**config.mk**
```make
export PLATFORM = sky130hd
export DESIGN_NAME = tccs_fifo
export DESIGN_NICKNAME = d
export VERILOG_FILES = /design/src/rtl/assert_macros.svh /design/src/rtl/tccs_pkg.sv /design/src/rtl/tccs_fifo.sv
export SDC_FILE = /design/constraint.sdc
export NUM_CORES = 1
export LEC_CHECK = 0
export ABC_AREA = 0
export BUFFER_PORTS_ARGS = -buffer_cell sky130_fd_sc_hd__buf_4
export CAP_MARGIN = 10
export CORE_ASPECT_RATIO = 0.75
export CORE_MARGIN = 1.5
export CORE_UTILIZATION = 46
export CTS_CLUSTER_SIZE = 14
export DETAILED_ROUTE_END_ITERATION = 12
export PLACE_DENSITY = 0.74
export SKIP_CTS_REPAIR_TIMING = 1
export SLEW_MARGIN = 15
export SYNTH_ARGS = -nofsm -noshare
export SYNTH_HDL_FRONTEND = slang
export SYNTH_SLANG_ARGS = --single-unit
```
**constraint.sdc**
```tcl
create_clock -name i_clk -period 3.7 [get_ports i_clk]
set_clock_uncertainty 0.05 [all_clocks]
set_input_delay 0.74 -clock i_clk [delete_from_list [all_inputs] [get_ports i_clk]]
set_output_delay 0.74 -clock i_clk [all_outputs]
set_load 0.05 [all_outputs]
```
**src/rtl/assert_macros.svh**
```systemverilog
// Assertion macros shared by the console RTL.
// Depends on nothing; files that assert include it by name.
`ifndef ASSERT_MACROS_SVH
`define ASSERT_MACROS_SVH

// Clocked assertion, held off while reset is low.
`define ASSERT_CLK(label, clk, rst_n, prop, msg) \
    label: assert property (@(posedge clk) disable iff (!rst_n) prop) else $error(msg);

// Same, on the block's own clock and reset.
`define ASSERT_STD(label, prop, msg) \
    `ASSERT_CLK(label, i_clk, i_rst_n, prop, msg)

`endif

```
**src/rtl/tccs_pkg.sv**
```systemverilog
// Package for the text console: field widths, codes and the command word
// passed from front end to back end. Used by every console module.
package tccs_pkg;

    localparam int DEF_COLUMNS = 80;
    localparam int DEF_ROWS    = 25;

    localparam int COL_W    = 7;
    localparam int ROW_W    = 5;
    localparam int ADDR_W   = COL_W + ROW_W;
    localparam int CELL_W   = 16;
    localparam int BYTE_W   = 8;
    localparam int KIND_W   = 2;
    localparam int PADDR_W  = 3;
    localparam int PDATA_W  = 32;
    localparam int Q_DEPTH  = 2;

    localparam logic [KIND_W-1:0] KIND_PUT  = 2'd0;
    localparam logic [KIND_W-1:0] KIND_CELL = 2'd1;
    localparam logic [KIND_W-1:0] KIND_READ = 2'd2;

    localparam logic [BYTE_W-1:0] NEWLINE_CODE = 8'h0A;
    localparam logic [CELL_W-1:0] BLANK_CELL   = 16'h0720;
    localparam logic [BYTE_W-1:0] TEXT_COLOR_RST = 8'h07;

    localparam logic REG_TEXT_COLOR = 1'b0;

    typedef enum logic [1:0] {
        OP_NONE,
        OP_WRITE,
        OP_READ
    } t_op;

    typedef struct packed {
        t_op               op;
        logic              scroll;
        logic [ADDR_W-1:0] addr;
        logic [CELL_W-1:0] data;
        logic [ADDR_W-1:0] clr_addr;
        logic [COL_W-1:0]  col;
        logic [ROW_W-1:0]  row;
        logic              bad;
    } t_cmd;

endpackage

```
**src/rtl/tccs_fifo.sv**
```systemverilog
// Short command queue between front end and back end.
// Depends on tccs_pkg for the command word and depth.
module tccs_fifo
    import tccs_pkg::*;
(
    input  logic i_clk,
    input  logic i_rst_n,
    input  logic i_push,
    input  t_cmd i_cmd,
    input  logic i_pop,
    output logic o_valid,
    output logic o_full,
    output t_cmd o_cmd
);

    localparam int PTR_W = (Q_DEPTH > 1) ? $clog2(Q_DEPTH) : 1;
    localparam int CNT_W = $clog2(Q_DEPTH + 1);

    t_cmd             r_data [Q_DEPTH];
    logic [PTR_W-1:0] r_wr_ptr, r_rd_ptr;
    logic [CNT_W-1:0] r_count;

    assign o_valid = (r_count != '0);
    assign o_full  = (r_count == CNT_W'(Q_DEPTH));
    assign o_cmd   = r_data[r_rd_ptr];

    always_ff @(posedge i_clk) begin
        if (i_push) begin
            r_data[r_wr_ptr] <= i_cmd;
        end
    end

    always_ff @(posedge i_clk) begin
        if (!i_rst_n) begin
            r_wr_ptr <= '0;
            r_rd_ptr <= '0;
            r_count  <= '0;
        end else begin
            if (i_push) begin
                r_wr_ptr <= (r_wr_ptr == PTR_W'(Q_DEPTH - 1)) ? '0 : r_wr_ptr + PTR_W'(1);
            end
            if (i_pop) begin
                r_rd_ptr <= (r_rd_ptr == PTR_W'(Q_DEPTH - 1)) ? '0 : r_rd_ptr + PTR_W'(1);
            end
            if (i_push && !i_pop) begin
                r_count <= r_count + CNT_W'(1);
            end else if (!i_push && i_pop) begin
                r_count <= r_count - CNT_W'(1);
            end
        end
    end

endmodule

```
# --- Word-level counts from Yosys, hierarchy flattened ---
# Memory sizes are Yosys's and may differ from the RTL's. A register that Yosys moved wholly into a read port is not among the register bits.
# Index checks and enable logic that the tools add are counted.
# W data, S select, Z words.
op_classes:
  n_reduce_logical: 6
  shift: 0
  muxes: 8
  addsub: 4
  n_eq_ne: 1
  mul: 0
  magnitude_cmp: 0
  div: 0
  n_bitwise: 0
op_table:
  columns: ["op", "count"]
  rows:
  - ["$mux W1", 6]
  - ["$mux W2", 2]
  - ["$reduce_bool A2 Y1", 2]
  - ["$add A1 B1 Y1 const B", 2]
  - ["$add A2 B1 Y2 const B", 1]
  - ["$eq A2 B2 Y1 const B", 1]
  - ["$logic_and A1 B1 Y1", 2]
  - ["$logic_not A1 Y1", 2]
  - ["$sub A2 B1 Y2 const B", 1]
word_totals:
  n_memories: 1
  regBits: 4
  mem_bits_rw: 112
  latchBits: 0
  out_inout_bits: 58
  mem_bits_ro: 0
memory_table:
  columns: ["memory", "words", "width", "read_ports", "rd_ports_with_merged_regs", "write_ports", "line", "source"]
  rows:
  - ["r_data", 2, 56, 1, 1, 1, "tccs_fifo.sv:19", "t_cmd r_data [Q_DEPTH];"]

# --- Depth between registers and ports, before layout ---
logic_depth:
  ltp_word: 4
  ltp_mapped: 5
  ltp_nobuf: 5

# --- Least setup slack after synthesis ---
# OpenSTA, ideal clock, no wires.
synth_path:
  path_type: "input port to flip-flop"
  startpoint: "input i_push"
  endpoint: "memory r_data[0][0] (netlist name), enable pin"
  arrival_ns: 3.244
  path_slack_ns: -0.071
  stages: 1
  setup_time_ns: 0.478
  n_path_buf: 0
  path_cell_list: "nor2b_1"
synth_via:
  elab_chain_cells: 2
synth_lines:
  columns: ["item", "line", "source"]
  rows:
  - ["start: declaration", "tccs_fifo.sv:8", "input logic i_push,"]
  - ["$mux W1", "tccs_fifo.sv:28", "if (i_push) begin"]
  - ["$mux W1 (not written as such)", "tccs_fifo.sv:29", "r_data[r_wr_ptr] <= i_cmd;"]
  - ["end: declaration", "tccs_fifo.sv:19", null]
# No other way between the ends.

==> flow_summary.yaml <==
run_status:
  status: "completed"
pwr:
  power_mw: 3.74
  power_density_nw_per_um2: 629
  ir_drop_mv: 0.455
  p_leak_nw: 2.26
cts:
  clk_pin_slew_ns: 0.05
  cts_buffers: 17
  cts_root_buf: "clkbuf_16"
  worstSkewPairLatency_ns: 0.41
  htreeDepth: 4
  tritoncts: "done"
  numClockSinks: 117
  cts_max_path_buffers: 2
worst_setup_path:
  cp_max_fo: 31
  crit_family: "flip-flops"
  rrSetupSlack_ns: 2.05
  crit_path_top_delay_cell: "dfxtp_2"
  cp-start-kind: "flip-flop"
  cp.required_ns: 2.91
  r2r_cells: 2
  slowest_delay_ns: 0.76
  cp_cell_sequence: "buf_12 -> mux2_2 -> buf_4"
  crit_buf_inv: 2
  worst_ep_arrival_time_ns: 2.05
  critical_path_class: "flip-flop to output port"
  end_kind: "output port"
  path_depth: 3
job:
  drv_cap: 0
sta:
  worstMarginPinSlew_ns: 0.788
  holdWs_ns: 0.464
  post-route-period-util_pct: 76.7
  relSlewSlack_pct: 47.4
  max_freq_ghz: 0.352
  report.final.slew_viol_count: 0
  setup_violations: 0
  rsz0062_at_grt: "no"
  fin_setup_tns_ns: 0
  hold_violations: 0
  period_needed_ns: 2.84
logic_synthesis:
  yosysMostFrequentCell: "edfxtp_1"
  yosysTopAreaCellShare_pct: 78.7
  synth_seq_cells: 117
  synth_edf_count: 112
  synth_seq_area_share_pct: 81.1
  syn-instance-count: 196
  synthesis.area_um2: 4270
  synthArstFlopShare_pct: 0
  synthFlopType: "edfxtp_1"
  syn_avg_cell_area_um2: 21.8
  synth_fp_nets: 257
  yosysWarnings: 0
  synth_top_area_cell: "edfxtp_1"
  synth.top_cells.by_area: "edfxtp_1 (79%), mux2_2 (15%), dfxtp_1 (2.3%)"
  synth.distinct_cells: 18
  synth_common_cells: "edfxtp_1 (112), mux2_2 (56), dfxtp_1 (5), and2_1 (4), buf_6 (4)"
hold_path:
  hold_depth: 1
  hp-class: "input port to flip-flop"
layout:
  antenna_cells: 0
  multi_input_area_um2: 757
  layout-drive-gt1-share_pct: 61.7
  nets: 390
  fillers: 619
  area_delta_synth_final_pct: 39.0
  seqCellArea_um2: 3460
global_routing:
  grtUsageTotal_pct: 16.9
  grt_max_degree: 34
  antenna_found_initial: 0
  grt_overflow: 0
  grt_pass1_vias: 2403
  grt_first_pass_wirelength_um: 11700
routing:
  vias: 2213
  wl_per_cell_um: 16.4
  drc: 0
  vias_per_cell: 4.71
  drt-initial-drc-count: 139
  drt_wl_total_um: 7690
  antenna_left: 0
  firstDrtPassIters: 4
floorplan:
  start_util_pct: 47.2
  dieArea_um2: 9880
  rows: 30
  core_um2: 9050
  die_h_um: 86.5
  fp.dieW_um: 114
  io_pins: 118
placed_design:
  dp_hpwl_um: 4850
  routabilityCongestion: 0.752
  numPortBuffers: 117
## cell usage in the layout (no fill, tap or decap), drive strengths merged
cell	n
a21boi	1
o21ai	1
clkbuf	27
dfxtp	5
or2	1
buf	120
clkinvlp	1
or3	1
ha	1
and2	4
o21a	1
nor2b	2
inv	1
edfxtp	112
and2b	1
mux2	56
xnor2	1
clkinv	4
xor2	2
## kinds of logic (layout without fill, tap and decap cells)
family / count (synthesis) / count (layout) / synth area share (%)
compound gates: 3 / 3 / 0.469
xor+xnor: 3 / 3 / 0.615
fa+ha+maj: 1 / 1 / 0.293
buf+inv: 7 / 153 / 1.43
flops: 117 / 117 / 81.1
mux: 56 / 56 / 14.8
simple gates: 9 / 9 / 1.38
## path summary, 6_finish.rpt
check | startpoint | to
worst max-delay path | flip-flop | o_cmd[8]
worst min-delay path | i_cmd[52] | r_data[1][52]
worst max register to register | r_wr_ptr | r_data[0][20]
worst min register to register | r_count[1] | r_count[1]
## per-layer routing
layer  part of all wire (%)  vias to the layer above  track usage, %  routed length (um)
met3                     10                       12            9.65                 797
li1                       -                     1040               -                   -
met5                      0                        -               0                   0
met2                     47                       95            26.8                3590
met1                     41                     1066            18.4                3180
met4                    1.6                        0            8.52                 122
## cell type report
| class | count | share of cell area, % |
|---|---|---|
| flip-flops and latches | 117 | 58.3 |
| repair buffers | 120 | 15.8 |
| multi-input cells | 72 | 12.7 |
| clock buffers | 27 | 9.90 |
| well taps | 128 | 2.70 |
| clock inverters | 5 | 0.463 |
| inverters | 1 | 0.0632 |
## report_power, final
| part | internal [mW] | total, mW | switching [mW] |
|---|---|---|---|
| combinational | 0.206 | 0.558 | 0.351 |
| sequential | 1.53 | 1.56 | 0.0287 |
| clock | 1.08 | 1.62 | 0.536 |
## worst register-to-register path, cell delays in order, from the launching register on
cell and delay [ns]:
dfxtp_1 0.33, nor2b_4 0.64, buf_12 0.31
## sequential cells by signal, indices dropped and copies added (netlist names), named ones only
signal    flops
r_data      112
r_wr_ptr      1
r_count       2
r_rd_ptr      1
## metrics by stage
step / std cells / worst slack [ns] / cell area [um^2] / util (%)
detailed placement: 438 / 1.28 / 5320 / 58.9
finish: 470 / 0.861 / 5940 / 65.7
CTS: 470 / 0.831 / 5940 / 65.7
global placement: 438 / 1.27 / 5320 / 58.9
floorplan: 196 / 0.988 / 4280 / -
global route: 470 / 0.752 / 5940 / 65.7
Power figures use the tool's default switching activity.
