<file path="config.mk">
export PLATFORM = sky130hd
export DESIGN_NAME = tccs_front
export DESIGN_NICKNAME = d
export VERILOG_FILES = /design/src/rtl/assert_macros.svh /design/src/rtl/tccs_pkg.sv /design/src/rtl/tccs_front.sv
export SDC_FILE = /design/constraint.sdc
export NUM_CORES = 1
export LEC_CHECK = 0
export BUFFER_PORTS_ARGS = -buffer_cell sky130_fd_sc_hd__buf_2
export CAP_MARGIN = 20
export CELL_PAD_IN_SITES_DETAIL_PLACEMENT = 0
export CELL_PAD_IN_SITES_GLOBAL_PLACEMENT = 1
export CORE_MARGIN = 2
export CORE_UTILIZATION = 41
export CTS_CLUSTER_DIAMETER = 40
export DETAILED_ROUTE_END_ITERATION = 10
export PLACE_DENSITY = 0.9
export SYNTH_ARGS = -nofsm -noshare
export SYNTH_HDL_FRONTEND = slang
export SYNTH_SLANG_ARGS = --single-unit
</file>
<file path="constraint.sdc">
create_clock -name i_clk -period 15.4 [get_ports i_clk]
set_input_delay 3.08 -clock i_clk [delete_from_list [all_inputs] [get_ports i_clk]]
set_output_delay 3.08 -clock i_clk [all_outputs]
set_load 0.1 [all_outputs]
</file>
<file path="src/rtl/assert_macros.svh">
// Assertion macros shared by the console RTL.
// Depends on nothing; files that assert include it by name.
`ifndef ASSERT_MACROS_SVH
`define ASSERT_MACROS_SVH

// Clocked assertion, held off while reset is low.
`define ASSERT_CLK(label, clk, rst_n, prop, msg) \
    label: assert property (@(posedge clk) disable iff (!rst_n) prop) else $error(msg);

// Same, on the block's own clock and reset.
`define ASSERT_STD(label, prop, msg) \
    `ASSERT_CLK(label, i_clk, i_rst_n, prop, msg)

`endif

</file>
<file path="src/rtl/tccs_pkg.sv">
// Package for the text console: field widths, codes and the command word
// passed from front end to back end. Used by every console module.
package tccs_pkg;

    localparam int DEF_COLUMNS = 80;
    localparam int DEF_ROWS    = 25;

    localparam int COL_W    = 7;
    localparam int ROW_W    = 5;
    localparam int ADDR_W   = COL_W + ROW_W;
    localparam int CELL_W   = 16;
    localparam int BYTE_W   = 8;
    localparam int KIND_W   = 2;
    localparam int PADDR_W  = 3;
    localparam int PDATA_W  = 32;
    localparam int Q_DEPTH  = 2;

    localparam logic [KIND_W-1:0] KIND_PUT  = 2'd0;
    localparam logic [KIND_W-1:0] KIND_CELL = 2'd1;
    localparam logic [KIND_W-1:0] KIND_READ = 2'd2;

    localparam logic [BYTE_W-1:0] NEWLINE_CODE = 8'h0A;
    localparam logic [CELL_W-1:0] BLANK_CELL   = 16'h0720;
    localparam logic [BYTE_W-1:0] TEXT_COLOR_RST = 8'h07;

    localparam logic REG_TEXT_COLOR = 1'b0;

    typedef enum logic [1:0] {
        OP_NONE,
        OP_WRITE,
        OP_READ
    } t_op;

    typedef struct packed {
        t_op               op;
        logic              scroll;
        logic [ADDR_W-1:0] addr;
        logic [CELL_W-1:0] data;
        logic [ADDR_W-1:0] clr_addr;
        logic [COL_W-1:0]  col;
        logic [ROW_W-1:0]  row;
        logic              bad;
    } t_cmd;

endpackage

</file>
<file path="src/rtl/tccs_front.sv">
// Front end: accepts items, tracks cursor and scroll base row, turns each
// item into a command word. Depends on tccs_pkg.
module tccs_front
    import tccs_pkg::*;
#(
    parameter int COLUMNS = DEF_COLUMNS,
    parameter int ROWS    = DEF_ROWS
) (
    input  logic              i_clk,
    input  logic              i_rst_n,
    input  logic              i_accept,
    input  logic [KIND_W-1:0] i_kind,
    input  logic [BYTE_W-1:0] i_char_code,
    input  logic [BYTE_W-1:0] i_entry_color,
    input  logic [COL_W-1:0]  i_pos_column,
    input  logic [ROW_W-1:0]  i_pos_row,
    input  logic [BYTE_W-1:0] i_text_color,
    output logic              o_push,
    output t_cmd              o_cmd
);

    logic [COL_W-1:0] r_col, n_col;
    logic [ROW_W-1:0] r_row, n_row;
    logic [ROW_W-1:0] r_base, n_base;

    logic [ROW_W:0]    w_sum;
    logic [ROW_W-1:0]  w_prow;
    logic [ADDR_W-1:0] w_cur_addr;
    logic [ADDR_W-1:0] w_pos_addr;
    logic              w_on_screen;
    logic              w_last_row;

    assign w_sum  = {1'b0, r_row} + {1'b0, r_base};
    assign w_prow = (w_sum >= (ROW_W+1)'(ROWS)) ? w_sum[ROW_W-1:0] - ROW_W'(ROWS)
                                                 : w_sum[ROW_W-1:0];
    assign w_cur_addr = ADDR_W'(w_prow) * ADDR_W'(COLUMNS) + ADDR_W'(r_col);

    // Direct positions are absolute rows of the visible screen.
    logic [ROW_W:0]   w_psum;
    logic [ROW_W-1:0] w_pprow;
    assign w_psum  = {1'b0, i_pos_row} + {1'b0, r_base};
    assign w_pprow = (w_psum >= (ROW_W+1)'(ROWS)) ? w_psum[ROW_W-1:0] - ROW_W'(ROWS)
                                                   : w_psum[ROW_W-1:0];
    assign w_pos_addr = ADDR_W'(w_pprow) * ADDR_W'(COLUMNS) + ADDR_W'(i_pos_column);

    assign w_on_screen = ({1'b0, i_pos_column} < (COL_W+1)'(COLUMNS)) &&
                         ({1'b0, i_pos_row} < (ROW_W+1)'(ROWS));
    assign w_last_row  = (r_row == ROW_W'(ROWS - 1));

    always_comb begin
        n_col  = r_col;
        n_row  = r_row;
        n_base = r_base;
        o_cmd          = '0;
        o_cmd.op       = OP_NONE;
        o_cmd.clr_addr = ADDR_W'(r_base) * ADDR_W'(COLUMNS);
        unique case (i_kind)
            KIND_PUT: begin
                if (i_char_code == NEWLINE_CODE) begin
                    n_col = '0;
                    n_row = w_last_row ? '0 : r_row + ROW_W'(1);
                end else begin
                    o_cmd.op   = OP_WRITE;
                    o_cmd.addr = w_cur_addr;
                    o_cmd.data = {i_text_color, i_char_code};
                    if (r_col == COL_W'(COLUMNS - 1)) begin
                        n_col = '0;
                        if (w_last_row) begin
                            o_cmd.scroll = 1'b1;
                            n_base = (r_base == ROW_W'(ROWS - 1)) ? '0
                                                                   : r_base + ROW_W'(1);
                        end else begin
                            n_row = r_row + ROW_W'(1);
                        end
                    end else begin
                        n_col = r_col + COL_W'(1);
                    end
                end
            end
            KIND_CELL: begin
                if (w_on_screen) begin
                    o_cmd.op   = OP_WRITE;
                    o_cmd.addr = w_pos_addr;
                    o_cmd.data = {i_entry_color, i_char_code};
                end else begin
                    o_cmd.bad = 1'b1;
                end
            end
            KIND_READ: begin
                if (w_on_screen) begin
                    o_cmd.op   = OP_READ;
                    o_cmd.addr = w_pos_addr;
                end else begin
                    o_cmd.bad = 1'b1;
                end
            end
            default: begin
            end
        endcase
        o_cmd.col = n_col;
        o_cmd.row = n_row;
    end

    assign o_push = i_accept;

    always_ff @(posedge i_clk) begin
        if (!i_rst_n) begin
            r_col  <= '0;
            r_row  <= '0;
            r_base <= '0;
        end else if (i_accept) begin
            r_col  <= n_col;
            r_row  <= n_row;
            r_base <= n_base;
        end
    end

endmodule

</file>
Word-level counts from Yosys, hierarchy flattened
Index checks and enable logic that the tools add are counted.

storage, ports and cells
  bits in registers = 17
  bits of input ports = 41
  logic and storage cells = 54
  memories kept = 0
  ROM bits = 0
  bits in writable memories = 0
  bits in latches = 0
  output and inout port bits = 57

operators by class
  magnitude comparators = 4
  $add $sub $neg = 9
  divide/modulo/power cells = 0
  $mul = 3
  eq/ne operators = 6
  reductions and logical operators = 4
  multiplexer cells = 24
  shift-type cells = 0
  bitwise operators = 1

operators by type and width
  kind                                                                count
  two-way mux 5 bit                                                   8
  case mux 12 bit (3 select lines)                                    1
  case mux 16 bit (2 select lines)                                    1
  two-way mux 30 bit                                                  1
  two-way mux 28 bit                                                  1
  adder 12 x 7 -> 12 bit                                              2
  multiplier 5 x 3 -> 8 bit (second input constant)                   3
  two-way mux 7 bit                                                   3
  adder 5 x 5 -> 6 bit                                                2
  greater-or-equal comparator 6 x 5 -> 1 bit (second input constant)  2
  two-way mux 12 bit                                                  1
  adder 5 x 1 -> 5 bit (second input constant)                        2
  equality test 5 bit (second input constant)                         2
  subtractor 5 bit (second input constant)                            2
  equality test 8 x 4 -> 1 bit (second input constant)                1
  adder 7 x 1 -> 7 bit (second input constant)                        1
  equality test 7 bit (second input constant)                         1
  < comparator 7 bit (second input constant)                          1
  two-way mux 1 bit                                                   6
  case mux 2 bit (3 select lines)                                     1
  < comparator 5 bit (second input constant)                          1
  AND reduction 5 bit                                                 1
  equality test 2 x 1 -> 1 bit (second input constant)                1
  equality test 2 bit (second input constant)                         1
  other kinds (5)                                                     5

Depth between registers and ports, before layout
Gate-level depths: netlist (run 1).

  word-level depth = 7
  depth in mapped cells = 19
  mapped depth without buffers = 19

Worst setup path after synthesis (run 1)
OpenSTA, ideal clock, no wires.

  path kind = input-to-output
  start point = in i_pos_row[0]
  end point = out o_cmd[51] (netlist bit)
  stages = 15
  arrival = 8162 ps
  data required time = 12320 ps
  path slack = 4158 ps
  path buffers = 0
  path through = ha_1 fa_1 inv_1 ha_1 o32ai_2 nor4b_4 nor2_1 mux2_2 ha_1 ha_1 fa_1 xor3_1 o2111ai_2 xnor3_1 o32ai_1

RTL lines
  item             RTL line          RTL
  start, declared  tccs_front.sv:16  input logic [ROW_W-1:0] i_pos_row,
  end, declared    tccs_front.sv:19  output t_cmd o_cmd

==> results of run 1 <==
==> layout by cell type, fill, tap and decap left out, types with 3 or more instances in the layout <==
cell,Yosys,layout
a211o_1,3,3
a21o_1,10,10
a21oi_1,16,16
a22o_1,8,8
a22oi_1,9,9
a31oi_1,3,3
and2_1,3,3
and3_1,4,4
buf_2,1,93
clkbuf_8,0,3
conb_1,1,4
dfxtp_1,17,17
fa_1,7,7
ha_1,48,48
inv_1,21,21
mux2i_1,14,14
nand2_1,25,25
nand3_1,3,3
nand4_1,4,4
nor2_1,43,43
nor2b_1,19,19
nor3_1,3,3
o211a_1,5,5
o211ai_1,4,4
o21a_1,4,4
o21ai_0,14,14
or2_2,4,4
xnor2_1,18,18
xor2_1,12,12
==> final timing paths <==
kind	start	to
max	i_pos_row[0]	o_cmd[51]
min	r_row[4]$_SDFFE_PN0P_	r_row[4]$_SDFFE_PN0P_
max reg2reg	r_col[6]$_SDFFE_PN0P_	r_row[1]$_SDFFE_PN0P_
min reg2reg	r_row[4]$_SDFFE_PN0P_	r_row[4]$_SDFFE_PN0P_
==> per-stage QoR <==
step                      hold WS, ns  std cells
after global routing            0.633        568
after global placement          0.579        564
final                           0.598        568
after floorplan                 0.536        389
after CTS                       0.597        568
after detailed placement        0.587        564
==> routing by layer <==
layer  vias up  share of wire
met5         -              0
met4         0         0.0068
met3         8          0.045
met2        92           0.49
met1      1446           0.46
li1       1552              -
==> power groups by stage <==
stage | registers, mW | clock network [mW] | logic (mW)
3_5_place_dp | 0.0472 | 0 | 0.122
5_1_grt | 0.0463 | 0.0377 | 0.130
4_1_cts | 0.0461 | 0.0359 | 0.122
2_1_floorplan | 0.0468 | 0 | 0.101
3_3_place_gp | 0.0471 | 0 | 0.120
6_report | 0.0462 | 0.0352 | 0.122
==> kinds of logic after synthesis <==
| kind of cell | synth area share |
|---|---|
| buf+inv | 0.0596 |
| simple gates | 0.201 |
| fa+ha+maj | 0.235 |
| flops | 0.108 |
| other cells | 0.00119 |
| xor+xnor | 0.103 |
| mux | 0.0516 |
| compound gates | 0.240 |
==> worst min-delay path: stages (launching register included) <==
cell	delay, ns
dfxtp_1	0.36
mux2i_1	0.14
nor2b_1	0.05
==> flip-flops by register name, indices dropped and copies added (netlist names) <==
signal and flops:
r_base 5, r_col 7, r_row 5
==> layout make-up <==
| type | count | area, sq um | area share |
|---|---|---|---|
| Sequential cell | 17 | 340 | 0.0919 |
| Timing Repair Buffer | 93 | 465 | 0.126 |
| Clock inverter | 1 | 5.00 | 0.00135 |
| Multi-Input combinational cell | 333 | 2630 | 0.711 |
| Tap cell | 99 | 124 | 0.0334 |
| Inverter | 22 | 96.3 | 0.0260 |
| Clock buffer | 3 | 41.3 | 0.0111 |
==> impl_metrics.toml, run 1 <==
[clock_tree]
insertion_delay_ns = 0.26
post_cts_buffers = 0
cts-hold-fix-buffers = 0
clk_pin_slew_ns = 0.07
cts-root-buf = "clkbuf_8"
cts_tree = "done"
cts.repair.resized = 0
clockBufferDepth = 2
h-tree-depth = 1
clock_sinks = 17
cts_made_buffers = 3

[sta]
hold_violations = 0
finalSetupViolations = 0
tightest_slew_ns = 0.888
fin_ws_ns = 4.66
post-route-min-period_ns = 10.74
fin_crit_sh = 0.697
rsz0062_at_grt = "false"
slew_headroom = 0.406
slew_viol_final = 0
max_freq_mhz = 93.1
clock_skew_ns = 0.00220
fin_setup_tns_ns = 0

[synthesis]
synth_edf_count = 0
yosys.cell_count.top_type = "ha_1"
ys.flop_type = "dfxtp_1"
synth_cell_type_count = 68
synth.cell_area_sq_um = 3150
synth.avg_cell_area_sq_um = 8.16
ys_top_cells_by_count = "48 x ha_1, 43 x nor2_1, 25 x nand2_1"
synth-seq-area-share = 0.108
synth_top_area_frac = 0.191
ys_ff_latch = 17
syn_inst = 386
synth_warnings = 0
synth_area_leader_cell = "ha_1"
synth.area.top_cells = "ha_1 19%, dfxtp_1 11%, nor2_1 5.1%"
async_flop_share = 0

[die]
num_rows = 31
core_sq_um = 7330
die_w_um = 91.6
dieArea_sq_um = 8400
start_util = 0.430
ios = 98
die_h_um = 91.6

[worst_hold_path]
min_path_cells = 2
hold_path.class = "reg2reg"

[critical_path]
critPathArrivalTime_ns = 7.66
path_delay_family = "adder cells"
crit_chain = "buf_2, ha_1, fa_1, inv_1, ha_1, o32ai_2, nor4b_4, nor2_1, mux2_2, ha_1, ha_1, fa_1, xor3_1, o2111ai_2, xnor3_1, o32ai_1, buf_2"
worstPathMaxFanout = 5
worst-path-stages = 17
crit_path_end_kind = "output pin"
worstSetupPathType = "in2out"
slowest_delay_ns = 0.52
cp_common_cell = "ha_1"
start_kind = "input port"
critPathBufInv = 3
cp_slowest_cell = "fa_1"
reg2reg_depth = 7
required_ns = 12.32
ff2ff_setup_slack_ns = 13.02

[power_and_ir_drop]
net-switching-power_uw = 107
p_comb_frac = 0.600
power_uw = 203
switching_share = 0.528
clkPwrFrac = 0.173
internal-power_uw = 96.0
leakage_nw = 2.01
p_seq_frac = 0.227
max-vdd-ir-drop_mv = 0.0393
p_per_area_nw_per_um2 = 54.9

[detailed_routing]
antenna_left = 0
routed_wl_um = 8370
wl_per_cell_um = 14.7
detail_route.first_pass.iterations = 4
drtIter0Drc = 108
viasPerCell = 5.45
drc = 0
vias = 3098

[global_routing]
grt-ovfl-total = 0
met2_usage = 0.337
antenna_found_initial = 0
grt_pass1_wl_um = 13600
grt_start_max_net_pins = 20
top_usage_layer = "met2"
met3_usage = 0.0164
grtUsageMet1 = 0.263
grt_pass1_vias = 2900
grt_usage = 0.192

[outcome]
status = "completed"

[placed_design]
portBuffers = 93
gp_congestion = 0.842
hpwlAfterDp_um = 6940
dp_slack_ns = 4.66
placed_area_sq_um = 3660

[final_layout]
post-route-util = 0.505
layout.nets = 566
layout-drive-gt1-share = 0.249
area_growth_pct = 17.6
nFillCells = 707
final_area_sq_um = 3700
n_antenna_cell = 0

[run]
maxCapViolCount = 0
Power figures use the tool's default switching activity.
==> run 2: changes to the inputs <==
Settings changed: ABC_AREA from default to 1, CORE_UTILIZATION 41 to 36, PLACE_DENSITY 0.9 to 0.84.
Clock period 15.4 ns to 10.65 ns, I/O delays scaled along.
==> run 2 against run 1 <==
  * Largest power group unchanged
  * Via count rose by 6.9%
  * Synthesized cell count increased by 26%
  * Cell area grew 1.8%
  * Critical path depth grew 4
==> impl_metrics.toml, run 2 <==
[final_layout]
regMostFlops = "r_col"
layout-drive-gt1-share = 0.234
nFillCells = 959
final_common_cell = "buf_2"
post-route-util = 0.435
layout.nets = 670
n_antenna_cell = 0
stdcell_count = 681
top_regs = "r_col: 7 flops, r_base: 5 flops, r_row: 5 flops"
final_area_sq_um = 3770
largest_reg_flops = 7
area_growth_pct = 17.8
final_cell_mix = "93 x buf_2, 91 x inv_1, 80 x nand2_1, 48 x ha_1, 37 x a21oi_1"

[synthesis]
synth_area_leader_cell = "ha_1"
yosys.cell_count.top_type = "inv_1"
synth_cell_type_count = 42
async_flop_share = 0
syn_inst = 487
synth.cell_area_sq_um = 3200
synth_top_area_frac = 0.188
synth.avg_cell_area_sq_um = 6.57
synth_edf_count = 0
synth_warnings = 0
synth-seq-area-share = 0.106
ys_ff_latch = 17
ys.flop_type = "dfxtp_1"
synth.area.top_cells = "ha_1 19%, inv_1 11%, dfxtp_1 11%"
ys_top_cells_by_count = "91 x inv_1, 80 x nand2_1, 48 x ha_1"

[critical_path]
critPathArrivalTime_ns = 6.20
start_kind = "input port"
rr_startpoint = "r_col[1]$_SDFFE_PN0P_"
cp_common_cell = "ha_1"
worstPathMaxFanout = 7
worstSetupPathType = "in2out"
crit_chain = "buf_2, ha_1, fa_1, inv_1, ha_1, nand3b_2, nand3_4, nand2_4, o21ai_0, ha_1, ha_1, fa_1, nand2_1, nor2_1, inv_1, nor2_4, nand2_2, nand2_2, nand3_2, a21oi_2, buf_2"
ff2ff_setup_slack_ns = 8.46
crit_path_end_kind = "output pin"
required_ns = 8.52
cp_slowest_cell = "fa_1"
r2r_end = "r_row[4]$_SDFFE_PN0P_"
reg2reg_depth = 12
slowest_delay_ns = 0.53

[detailed_routing]
detail_route.first_pass.iterations = 4
wl_per_cell_um = 11.9
viasPerCell = 4.86
routed_wl_um = 8100
highest_layer = "met4"
antenna_left = 0
met2WireLength_um = 3970
drc = 0
vias = 3312
route.met3.wl_um = 289
drtIter0Drc = 56
wl_met1_um = 3780

[global_routing]
grt-ovfl-total = 0
grt_pass1_vias = 3084
grt_start_max_net_pins = 20
antenna_found_initial = 0
grt_usage = 0.166
grt_pass1_wl_um = 13600

[worst_hold_path]
min_to = "r_col[3]$_SDFFE_PN0P_"
hold_path.class = "reg2reg"
min_path_cells = 2
min_from = "r_col[3]$_SDFFE_PN0P_"

[sta]
max_freq_mhz = 120
fin_setup_tns_ns = 0
tightest_slew_ns = 0.543
hold_violations = 0
clock_skew_ns = 0.00571
post-route-min-period_ns = 8.33
rsz0062_at_grt = "false"
slew_headroom = 0.638
finalSetupViolations = 0
fin_crit_sh = 0.782
slew_viol_final = 0

[placed_design]
dp_cells = 677
placed_area_sq_um = 3730
hpwlAfterDp_um = 6870
portBuffers = 93
gp_congestion = 0.793

[clock_tree]
clock_sinks = 17
insertion_delay_ns = 0.26
cts-root-buf = "clkbuf_8"
post_cts_buffers = 0
cts.repair.resized = 0
cts-hold-fix-buffers = 0
clockBufferDepth = 2
h-tree-depth = 1
cts_made_buffers = 3
clk_pin_slew_ns = 0.07
cts_tree = "done"

[die]
dieArea_sq_um = 9660
num_rows = 34
start_util = 0.369
die_w_um = 98.3
core_sq_um = 8680
ios = 98
die_h_um = 98.3

[power_and_ir_drop]
p_per_area_nw_per_um2 = 88.8
max-vdd-ir-drop_mv = 0.0612
power_uw = 335
leakage_nw = 2.12

[run]
maxCapViolCount = 0

[outcome]
status = "completed"
==> run 2: changes by cell type in the layout (fill, tap and decap cells not counted), moves of 12 or more <==
| cell | previous run | this run |
|---|---|---|
| inv_1 | 21 | 91 |
| nand2_1 | 25 | 80 |
| nand3_1 | 3 | 36 |
| a21oi_1 | 16 | 37 |
| nor2b_1 | 19 | 0 |
| xnor2_1 | 18 | 3 |
| mux2i_1 | 14 | 0 |
| o21ai_0 | 14 | 27 |
| nand2_2 | 0 | 12 |
==> run 2: final cells by class <==
cell class,instances,area [sq um],area share
inverters,96,360,0.0956
repair buffers,93,465,0.123
multi-input cells,363,2420,0.643
flip-flops and latches,17,340,0.0902
clock buffers,4,45.0,0.0119
well taps,108,135,0.0358
==> run 2: worst max-delay path by stage <==
stage                 startpoint   endpoint  cells after the start
finish              i_pos_row[0]  o_cmd[52]                     21
global route        i_pos_row[0]  o_cmd[52]                     21
CTS                 i_pos_row[0]  o_cmd[52]                     21
detailed placement  i_pos_row[0]  o_cmd[52]                     21
global placement    i_pos_row[0]  o_cmd[52]                     21
floorplan           i_pos_row[0]  o_cmd[50]                     17
==> run 2: kinds of logic (layout without fill, tap and decap cells) <==
| logic type | Yosys count | in the layout | share of synthesized area |
|---|---|---|---|
| other | 1 | 4 | 0.00117 |
| buffers and inverters | 110 | 193 | 0.140 |
| DFF | 17 | 17 | 0.106 |
| AOI/OAI and AO/OA | 91 | 91 | 0.174 |
| and+or+nand+nor | 199 | 199 | 0.307 |
| adders and majority gates | 55 | 55 | 0.231 |
| xor gates and xnor gates | 14 | 14 | 0.0406 |
==> run 2: layer usage <==
layer  GRT usage  vias up
li1            -     1773
met2       0.304       56
met5           0        -
met4      0.0285        0
met1       0.215     1479
met3      0.0136        4
==> run 2: report_power, final <==
| part | internal [mW] | total, mW | switching (mW) |
|---|---|---|---|
| sequential | 0.0666 | 0.0703 | 0.00366 |
| clock | 0.0266 | 0.0494 | 0.0228 |
| combinational | 0.0489 | 0.215 | 0.166 |
| total | 0.142 | 0.335 | 0.193 |
==> run 2: stage by stage <==
step	setup slack, ns	hold WS (ns)
after floorplan	1.95	0.485
after global placement	2.46	0.534
after detailed placement	2.31	0.541
after CTS	2.33	0.554
after global routing	2.11	0.598
final	2.32	0.552
==> run 2: worst max-delay path, delay by kind of cell <==
family / cells / cell delay [ns]
fa+ha+maj: 6 / 1.99
simple gates: 9 / 0.87
buf+inv: 4 / 0.71
compound gates: 2 / 0.50
